$ cat src/rtl/cutrle_pkg.sv
// shared types and constants of the run-length scanline decoder
package cutrle_pkg;

    localparam int unsigned IDX_W   = 8;
    localparam int unsigned LEN_W   = 16;
    localparam int unsigned CNT_W   = 7;
    localparam int unsigned BYTES_W = 17;

    localparam logic [2:0] PH_LEN_LO  = 3'd0;
    localparam logic [2:0] PH_LEN_HI  = 3'd1;
    localparam logic [2:0] PH_COUNT   = 3'd2;
    localparam logic [2:0] PH_REPEAT  = 3'd3;
    localparam logic [2:0] PH_LITERAL = 3'd4;
    localparam logic [2:0] PH_SKIP    = 3'd5;

    typedef struct packed {
        logic             line_done;
        logic [LEN_W-1:0] run_length;
        logic [IDX_W-1:0] pixel_index;
    } t_run;

endpackage

$ cat src/rtl/cut_rle_scanline_decoder.sv
// run-length scanline decoder: one stream byte in, up to two pixel runs out
//
// channel   dir  tdata                                     tuser/tlast
// s_axis    in   [7:0] stream_byte                         -
// m_axis    out  [7:0] pixel_index, [23:8] run_length      tlast = line_done
// cfg       in   i_cfg_wdata = line_width, i_cfg_we        -
//
// one byte is taken per cycle while the input is ready; its runs go into a
// four-entry result queue; the input is ready while it has room for two runs
// the runs of a byte are registered into the queue on its transfer
// reset (synchronous, active low) empties the queue and waits for a length byte
// a stall on m_axis only holds the input off once three or more runs are queued
module cut_rle_scanline_decoder
    import cutrle_pkg::*;
(
    input  logic        i_clk,
    input  logic        i_rst_n,
    input  logic        i_cfg_we,
    input  logic [15:0] i_cfg_wdata,
    input  logic        s_axis_tvalid,
    output logic        s_axis_tready,
    input  logic [7:0]  s_axis_tdata,    // [7:0] stream_byte
    output logic        m_axis_tvalid,
    input  logic        m_axis_tready,
    output logic [23:0] m_axis_tdata,    // [7:0] pixel_index, [23:8] run_length
    output logic        m_axis_tlast
);

    logic [LEN_W-1:0]   r_line_width;
    logic [2:0]         r_phase,     n_phase;
    logic [7:0]         r_len_lo,    n_len_lo;
    logic [LEN_W-1:0]   r_line_len,  n_line_len;
    logic [BYTES_W-1:0] r_bytes,     n_bytes;
    logic [LEN_W-1:0]   r_room,      n_room;
    logic [CNT_W-1:0]   r_run_left,  n_run_left;

    t_run               r_queue [4];
    logic [1:0]         r_wr_ptr;
    logic [1:0]         r_rd_ptr;
    logic [2:0]         r_count;

    t_run               e0;
    t_run               e1;
    logic [1:0]         push;
    logic               s_xfer;
    logic               m_xfer;

    logic [BYTES_W-1:0] bytes_inc;
    logic               bytes_short;
    logic [CNT_W-1:0]   cnt;
    logic [LEN_W-1:0]   run_n;
    logic [LEN_W-1:0]   room_after;
    logic               do_finish;
    logic [IDX_W-1:0]   fin_idx;
    logic [LEN_W-1:0]   new_len;

    assign s_axis_tready = (r_count <= 3'd2);
    assign s_xfer        = s_axis_tvalid && s_axis_tready;
    assign m_axis_tvalid = (r_count != 3'd0);
    assign m_xfer        = m_axis_tvalid && m_axis_tready;
    assign m_axis_tdata  = {r_queue[r_rd_ptr].run_length, r_queue[r_rd_ptr].pixel_index};
    assign m_axis_tlast  = r_queue[r_rd_ptr].line_done;

    assign bytes_inc   = r_bytes + 1'b1;
    assign bytes_short = (bytes_inc < {1'b0, r_line_len});
    assign cnt         = s_axis_tdata[CNT_W-1:0];
    assign new_len     = {s_axis_tdata, r_len_lo};
    assign room_after  = r_room - run_n;

    always_comb begin
        n_phase    = r_phase;
        n_len_lo   = r_len_lo;
        n_line_len = r_line_len;
        n_bytes    = r_bytes;
        n_room     = r_room;
        n_run_left = r_run_left;
        e0         = '0;
        e1         = '0;
        push       = 2'd0;
        do_finish  = 1'b0;
        fin_idx    = s_axis_tdata;
        run_n      = {{(LEN_W-CNT_W){1'b0}}, r_run_left};
        case (r_phase)
            PH_LEN_LO: begin
                n_len_lo = s_axis_tdata;
                n_phase  = PH_LEN_HI;
            end
            PH_LEN_HI: begin
                n_line_len = new_len;
                n_bytes    = '0;
                n_run_left = '0;
                n_room     = r_line_width;
                if (r_line_width == '0) begin
                    n_phase = (new_len != '0) ? PH_SKIP : PH_LEN_LO;
                end else if (new_len == '0) begin
                    e0      = '{line_done: 1'b1, run_length: r_line_width, pixel_index: '0};
                    push    = 2'd1;
                    n_phase = PH_LEN_LO;
                end else begin
                    n_phase = PH_COUNT;
                end
            end
            PH_COUNT: begin
                n_bytes = bytes_inc;
                if (cnt == '0) begin
                    e0      = '{line_done: 1'b1, run_length: r_room, pixel_index: '0};
                    push    = 2'd1;
                    n_phase = bytes_short ? PH_SKIP : PH_LEN_LO;
                end else begin
                    n_run_left = ({{(LEN_W-CNT_W){1'b0}}, cnt} < r_room) ? cnt
                                                                          : r_room[CNT_W-1:0];
                    n_phase    = s_axis_tdata[7] ? PH_REPEAT : PH_LITERAL;
                end
            end
            PH_REPEAT: begin
                n_bytes    = bytes_inc;
                n_run_left = '0;
                do_finish  = 1'b1;
            end
            PH_LITERAL: begin
                n_bytes = bytes_inc;
                if (r_run_left > 7'd1) begin
                    n_run_left = r_run_left - 1'b1;
                    n_room     = r_room - 1'b1;
                    e0         = '{line_done: 1'b0, run_length: 16'd1,
                                   pixel_index: s_axis_tdata};
                    push       = 2'd1;
                end else begin
                    n_run_left = '0;
                    run_n      = 16'd1;
                    do_finish  = 1'b1;
                end
            end
            PH_SKIP: begin
                n_bytes = bytes_inc;
                if (!bytes_short) begin
                    n_phase = PH_LEN_LO;
                end
            end
            default: begin
                n_phase = PH_LEN_LO;
            end
        endcase

        // run close: queue run; line end if full, fill run if input is used up
        if (do_finish) begin
            n_room = room_after;
            if (room_after == '0) begin
                e0      = '{line_done: 1'b1, run_length: run_n, pixel_index: fin_idx};
                push    = 2'd1;
                n_phase = bytes_short ? PH_SKIP : PH_LEN_LO;
            end else begin
                e0 = '{line_done: 1'b0, run_length: run_n, pixel_index: fin_idx};
                if (!bytes_short) begin
                    e1      = '{line_done: 1'b1, run_length: room_after, pixel_index: '0};
                    push    = 2'd2;
                    n_phase = PH_LEN_LO;
                end else begin
                    push    = 2'd1;
                    n_phase = PH_COUNT;
                end
            end
        end
    end

    always_ff @(posedge i_clk) begin
        if (!i_rst_n) begin
            r_line_width <= 16'd1;
        end else if (i_cfg_we) begin
            r_line_width <= i_cfg_wdata;
        end
    end

    always_ff @(posedge i_clk) begin
        if (!i_rst_n) begin
            r_phase    <= PH_LEN_LO;
            r_len_lo   <= '0;
            r_line_len <= '0;
            r_bytes    <= '0;
            r_room     <= 16'd1;
            r_run_left <= '0;
        end else if (s_xfer) begin
            r_phase    <= n_phase;
            r_len_lo   <= n_len_lo;
            r_line_len <= n_line_len;
            r_bytes    <= n_bytes;
            r_room     <= n_room;
            r_run_left <= n_run_left;
        end
    end

    always_ff @(posedge i_clk) begin
        if (s_xfer && push != 2'd0) begin
            r_queue[r_wr_ptr] <= e0;
        end
        if (s_xfer && push == 2'd2) begin
            r_queue[r_wr_ptr + 2'd1] <= e1;
        end
    end

    always_ff @(posedge i_clk) begin
        if (!i_rst_n) begin
            r_wr_ptr <= '0;
            r_rd_ptr <= '0;
            r_count  <= '0;
        end else begin
            if (s_xfer) begin
                r_wr_ptr <= r_wr_ptr + push;
            end
            if (m_xfer) begin
                r_rd_ptr <= r_rd_ptr + 2'd1;
            end
            r_count <= r_count + (s_xfer ? {1'b0, push} : 3'd0) - {2'b0, m_xfer};
        end
    end

    // queue never overfills
    a_count_bound: assert property (@(posedge i_clk) disable iff (!i_rst_n)
        r_count <= 3'd4)
        else $error("result queue overflow");

    // a byte that gives two runs always ends its line on the fill run
    a_two_runs: assert property (@(posedge i_clk) disable iff (!i_rst_n)
        (s_xfer && push == 2'd2) |-> (e1.line_done && !e0.line_done))
        else $error("second run without line end");

    // the first queued run of every byte covers at least one pixel
    a_run_nonzero: assert property (@(posedge i_clk) disable iff (!i_rst_n)
        (s_xfer && push != 2'd0) |-> (e0.run_length != '0))
        else $error("empty run queued");

    // a line in progress always has pixels left
    a_room_open: assert property (@(posedge i_clk) disable iff (!i_rst_n)
        (r_phase == PH_COUNT || r_phase == PH_REPEAT || r_phase == PH_LITERAL)
            |-> (r_room != '0))
        else $error("line open with no room");

endmodule

$ cat config.mk
export PLATFORM = sky130hd
export DESIGN_NAME = cut_rle_scanline_decoder
export DESIGN_NICKNAME = d
export VERILOG_FILES = /design/src/rtl/cutrle_pkg.sv /design/src/rtl/cut_rle_scanline_decoder.sv
export SDC_FILE = /design/constraint.sdc
export NUM_CORES = 1
export LEC_CHECK = 0
export BUFFER_PORTS_ARGS = -buffer_cell sky130_fd_sc_hd__buf_2
export CORE_MARGIN = 5
export CORE_UTILIZATION = 27
export CTS_CLUSTER_DIAMETER = 200
export CTS_CLUSTER_SIZE = 16
export DETAILED_ROUTE_END_ITERATION = 12
export PLACE_DENSITY = 0.49
export SYNTH_ARGS = -nofsm -noshare
export SYNTH_HDL_FRONTEND = slang
export SYNTH_SLANG_ARGS = --single-unit
export TNS_END_PERCENT = 5
$ cat constraint.sdc
create_clock -name i_clk -period 4.1 [get_ports i_clk]
set_clock_uncertainty 0.1 [all_clocks]
set_input_delay 1.025 -clock i_clk [delete_from_list [all_inputs] [get_ports i_clk]]
set_output_delay 1.025 -clock i_clk [all_outputs]
set_load 0.01 [all_outputs]
## Word level (Yosys, flattened, before mapping)

Memory sizes are Yosys's and may differ from the RTL's. A register that Yosys moved wholly into a read port is not among the register bits.
Cells that the tools add are included.

| storage, ports and cells | value |
|---|---|
| register bits | 90 |
| bits in writable memories | 100 |
| input port bits | 29 |
| output and inout port bits | 27 |
| memories | 1 |

Memory list:

| memory | depth | bits a word | rd ports | clocked after memory_dff | wr ports | RTL line | text |
|---|---|---|---|---|---|---|---|
| r_queue | 4 | 25 | 1 | 1 | 2 | cut_rle_scanline_decoder.sv:37 | `t_run r_queue [4];` |

| cells by class | value |
|---|---|
| $add $sub $neg | 9 |
| order comparisons | 4 |
| equal/unequal tests | 10 |
| muxes and demuxes | 48 |
| reductions and logical operators | 24 |

Operators by type and width:

| operator | count |
|---|---|
| $mux W25 | 8 |
| $pmux W25 S3 | 1 |
| $logic_not A16 Y1 | 3 |
| $mux W7 | 5 |
| $pmux W17 S2 | 1 |
| $mux W16 | 2 |
| $pmux W16 S2 | 1 |
| $mux W3 | 8 |
| $pmux W7 S3 | 1 |
| $add A17 B1 Y17 const B | 1 |
| $lt A17 B16 Y1 | 1 |
| $lt A7 B16 Y1 | 1 |
| $mux W2 | 8 |
| $reduce_bool A16 Y1 | 1 |
| $sub A16 B1 Y16 const B | 1 |
| $sub A16 B16 Y16 | 1 |
| $pmux W3 S5 | 1 |
| $mux W1 | 9 |
| $mux W9 | 1 |
| $reduce_and A3 Y1 | 3 |
| $reduce_bool A3 Y1 | 3 |
| $gt A7 B1 Y1 const B | 1 |
| $logic_not A7 Y1 | 1 |
| $sub A7 B1 Y7 const B | 1 |
| other kinds (20) | 31 |

## Depth between registers and ports, before layout

| depth | value |
|---|---|
| depth in word-level cells | 11 |
| gate-level depth with buffers | 24 |
| mapped depth without buffers | 24 |

## Least setup slack after synthesis

No wires, ideal clock.

| timing path | value |
|---|---|
| kind | reg-to-reg |
| start point | register r_run_left[0] |
| end point | register r_count[2] |
| setup time | 115 ps |
| data arrival time | 4300 ps |
| data required time | 3885 ps |
| setup slack | -415 ps |
| cell stages (with the launch flop) | 24 |
| path buffers | 0 |
| period minus slack after synthesis | 4515 ps |
| cells stage by stage | dfxtp_1 > ha_1 > o21ba_2 > nor4_1 > nand2_1 > nand2_1 > inv_1 > fa_1 > and2b_1 > o22ai_1 > xor2_1 > and4_1 > nand4_4 > o21a_1 > nand2_1 > nand2_1 > ha_1 > inv_1 > ha_1 > inv_1 > fa_1 > xor2_1 > xnor2_1 > and2_1 |

| on the way | value |
|---|---|
| cells in the longest elaborated chain, start to end | 10 |

RTL lines:

| element | RTL line | text |
|---|---|---|
| start: declaration | cut_rle_scanline_decoder.sv:35 | `logic [CNT_W-1:0] r_run_left, n_run_left;` |
| start signal: assignment | cut_rle_scanline_decoder.sv:188 | `r_run_left <= n_run_left;` |
| $gt A7 B1 Y1 | cut_rle_scanline_decoder.sv:122 | `if (r_run_left > 7'd1) begin` |
| $mux W7 | cut_rle_scanline_decoder.sv:122 |  |
| $mux W7 | cut_rle_scanline_decoder.sv:83 | `case (r_phase)` |
| $sub A16 B16 Y16 | cut_rle_scanline_decoder.sv:68 | `assign room_after = r_room - run_n;` |
| $logic_not A16 Y1 | cut_rle_scanline_decoder.sv:148 | `if (room_after == '0) begin` |
| $mux W2 | cut_rle_scanline_decoder.sv:148 |  |
| $mux W2 (*) | cut_rle_scanline_decoder.sv:146 | `if (do_finish) begin` |
| $mux W2 (*) | cut_rle_scanline_decoder.sv:213 | `r_count <= r_count + (s_xfer ? {1'b0, push} : 3'd0) - {2'b0, m_xfer};` |
| $add A3 B2 Y3 (*) | cut_rle_scanline_decoder.sv:213 |  |
| $sub A3 B1 Y3 (*) | cut_rle_scanline_decoder.sv:213 |  |
| end signal: assignment | cut_rle_scanline_decoder.sv:213 |  |
| end: declaration | cut_rle_scanline_decoder.sv:40 | `logic [2:0] r_count;` |

Mark *: on every way between the ends. The rest lies on a longest branch, timed or not.
A chain may end at the register's enable or synchronous reset.

## Final worst setup path

Ends and elaborated chain as after synthesis.

==> impl_metrics.csv <==
group,metric,value,unit
placed_design,gp_congestion,0.852,
yosys,postSynth.asyncResetShare,0,%
critical_path,criticalPathCategory,"reg2reg",
critical_path,r2r_slack,-0.32,ns
final_layout,fillers,4158,
critical_path,arrival,4.65,ns
global_route,antenna_found_initial,0,
yosys,yosys.area.top_type,"dfxtp_1",
drt,top_layer,"met4",
yosys,netlist_area,10900,um^2
floorplanning,fp.dieH,211,um
timing,setup_viol,59,
timing,layout_worst_path_cycle_share,108,%
critical_path,critPathMaxFanout,3,
yosys,postSynthAreaPerCell,9.42,um^2
floorplanning,die_x,211,um
clock_tree,ctsHoldBuffers,0,
clock_tree,cts_root_buf,"clkbuf_16",
drt,route.met2.wl,15500,um
yosys,syn_nets,1226,
critical_path,rr_startpoint,"r_run_left[0]$_SDFFE_PN0P_",
yosys,synth.distinct_cells,78,
power,p_int,4530,uW
power,p_total,7670,uW
final_layout,fin_area,13100,um^2
yosys,yosys-top-cells-area,"dfxtp_1 (23%), edfxtp_1 (19%), mux4_2 (5.2%), nand2_1 (4.9%), ha_1 (4.2%)",
clock_tree,cts_tree,"yes",
floorplanning,num_rows,73,
critical_path,critPathRequiredTime,4.34,ns
final_layout,insertedDiodeCount,0,
power,p_leak,0.00474,uW
run,maxCapViolCount,0,
yosys,postSynthCellCount,1158,
drt,drc_errors,0,
yosys,synth_flop_cell,"dfxtp_1",
floorplanning,core,39800,um^2
drt,ant_nets,0,
clock_tree,worstSkewPairLatency,0.44,ns
yosys,synth.mux.area_fraction,7.27,%
timing,worst_pin_slew,1.13,ns
timing,min_period,4.42,ns
yosys,yosys.area_share.adder,4.61,%
status,violations,"setup timing",
global_route,grt_max_degree,47,
yosys,ys_ff_latch,192,
clock_tree,clock-sinks,192,
clock_tree,clk_path_buf_depth,2,
floorplanning,io_pins,56,
yosys,yosys_warnings,0,
yosys,synth_compound_area_share,19.8,%
global_route,gr-total-overflow,0,
yosys,yosysSeqAreaShare,41.5,%
placed_design,dp_hpwl,24400,um
critical_path,critPathLaunchType,"flip-flop",
clock_tree,cts_buffers,17,
clock_tree,htreeDepth,4,
global_route,grt_pass1_wl,53500,um
clock_tree,clk_pin_slew,0.08,ns
timing,fin_ws,-0.318,ns
global_route,grt_util_all_layers,15.3,%
drt,wl_met1,16400,um
yosys,synth.most_common_cell,"nand2_1",
timing,slew_violations,0,
power,share_comb_of_total_power,47.2,%
floorplanning,dieArea,44500,um^2
power,p_sw,3150,uW
yosys,synth.top_cell.area_share,22.8,%
timing,fmax,226,MHz
drt,via_per_inst,5.15,
timing,fin_tns_setup,-2.39,ns
final_layout,syn_to_final_growth,20.4,%
yosys,synth_edf_count,68,
power,pwr-share-clk,21.5,%
min_path,hp-class,"reg2reg",
floorplanning,start_util,27.4,%
timing,rsz0062_at_grt,"true",
critical_path,end_kind,"flip-flop",
power,p_seq_share,31.4,%
final_layout,final_util,33.0,%
yosys,yosys.area_share.xor_xnor,3.37,%
drt,drt-total-wl,33900,um
drt,wl_per_cell,18.8,um
status,status,"finished with violations",
global_route,grt_pass1_vias,9191,
drt,drt_iter0_drc,639,
placed_design,place_area,12300,um^2
min_path,hp-start,"r_queue[1][5]$_SDFFE_PP0P_",
final_layout,nets,1337,
final_layout,layout-drive-gt1-share,23.2,%
power,p_per_area,584,nW/um^2
drt,met3_wirelength,1300,um
yosys,synthTopCellsByCount,"nand2_1 (143), dfxtp_1 (124), edfxtp_1 (68)",
timing,max_slew_margin,24.6,%
power,ir_drop,307,uV
drt,dr.pass1.iters,5,
yosys,synthSimpleGateAreaFrac,18.5,%
placed_design,portBuffers,55,
drt,vias,9301,
yosys,synth_top_family_by_area,"compound AO/OA/AOI/OAI gates",
critical_path,cp-startpoint,"r_run_left[0]$_SDFFE_PN0P_",
power,swShare,41.0,%
timing,final_hold_viol_count,0,
[worst paths after layout]
| check | to | depth (start not counted) |
|---|---|---|
| max | r_count[2]$_SDFF_PN0_ | 24 |
| min | r_queue[1][5]$_SDFFE_PP0P_ | 2 |
| max reg2reg | r_count[2]$_SDFF_PN0_ | 24 |
| min reg2reg | r_queue[1][5]$_SDFFE_PP0P_ | 2 |
[repair_timing]
action,CTS,global route
resized for setup,21,5
pin swaps,13,1
buffers inserted,17,1
gates cloned,1,0
setup endpoints to repair,139,139
[layout make-up]
| cell class | count | area (um^2) | area share (%) |
|---|---|---|---|
| Multi-Input combinational cell | 842 | 5960 | 45.4 |
| Inverter | 37 | 139 | 1.06 |
| Timing Repair Buffer | 179 | 1280 | 9.73 |
| Clock inverter | 14 | 138 | 1.05 |
| Clock buffer | 18 | 429 | 3.27 |
| Sequential cell | 192 | 4530 | 34.5 |
| Tap cell | 525 | 657 | 5.00 |
[sequential cells by signal, indices dropped and copies added (netlist names), named ones only]
name / flops
r_bytes: 17
r_count: 3
r_len_lo: 8
r_line_len: 16
r_line_width: 16
r_phase: 3
r_queue: 100
r_rd_ptr: 2
r_room: 16
r_run_left: 7
r_wr_ptr: 2
[through the flow]
step	setup slack (ns)	cells	hold slack, ns
6_report	-0.318	1807	0.355
5_1_grt	-0.520	1807	0.377
4_1_cts	-0.300	1806	0.359
3_5_place_dp	-0.443	1756	0.348
3_3_place_gp	-0.370	1756	0.341
2_1_floorplan	-0.232	1158	0.333
[metal layers]
metal,vias to the layer above,track usage [%]
met5,-,0
li1,4517,-
met4,0,4.47
met3,35,2.35
met2,208,24.3
met1,4541,21.5
[cell usage in the layout, fill, tap and decap left out, drive strengths merged, types with 47 or more instances in the layout]
cell	count
nor2	47
edfxtp	68
o22ai	69
o21ai	53
nand3	65
dfxtp	124
a21oi	67
nand2	144
buf	179
inv	47
[critical path: stages, from the launching register on]
cell and delay, ns:
dfxtp_2 0.34, buf_6 0.11, o21ba_4 0.22, nor4_4 0.29
nand2_2 0.13, nand2_2 0.12, ha_4 0.13, fa_2 0.19
and2b_1 0.22, o2111ai_2 0.25, buf_4 0.17, nand4_1 0.10
a32oi_2 0.24, nand2_1 0.10, o21a_1 0.21, nand2_1 0.07
nand2_1 0.05, ha_1 0.26, inv_1 0.06, ha_2 0.16
inv_2 0.04, fa_2 0.32, xor2_1 0.15, xnor2_1 0.12
and2_1 0.15
[power by group through the flow]
stage	clock [uW]	sequential (uW)	combinational [uW]
after floorplan	0	2330	2210
after global routing	1760	2450	3940
after global placement	0	2440	3400
after CTS	1690	2410	3590
final	1650	2410	3620
after detailed placement	0	2450	3430
[cells by family after synthesis]
family          count (synthesis)
compound gates                313
xor+xnor                       42
fa+ha+maj                      39
flops                         192
buf+inv                       125
mux                            48
simple gates                  399
Note: power is estimated with default switching activity, not from simulation.
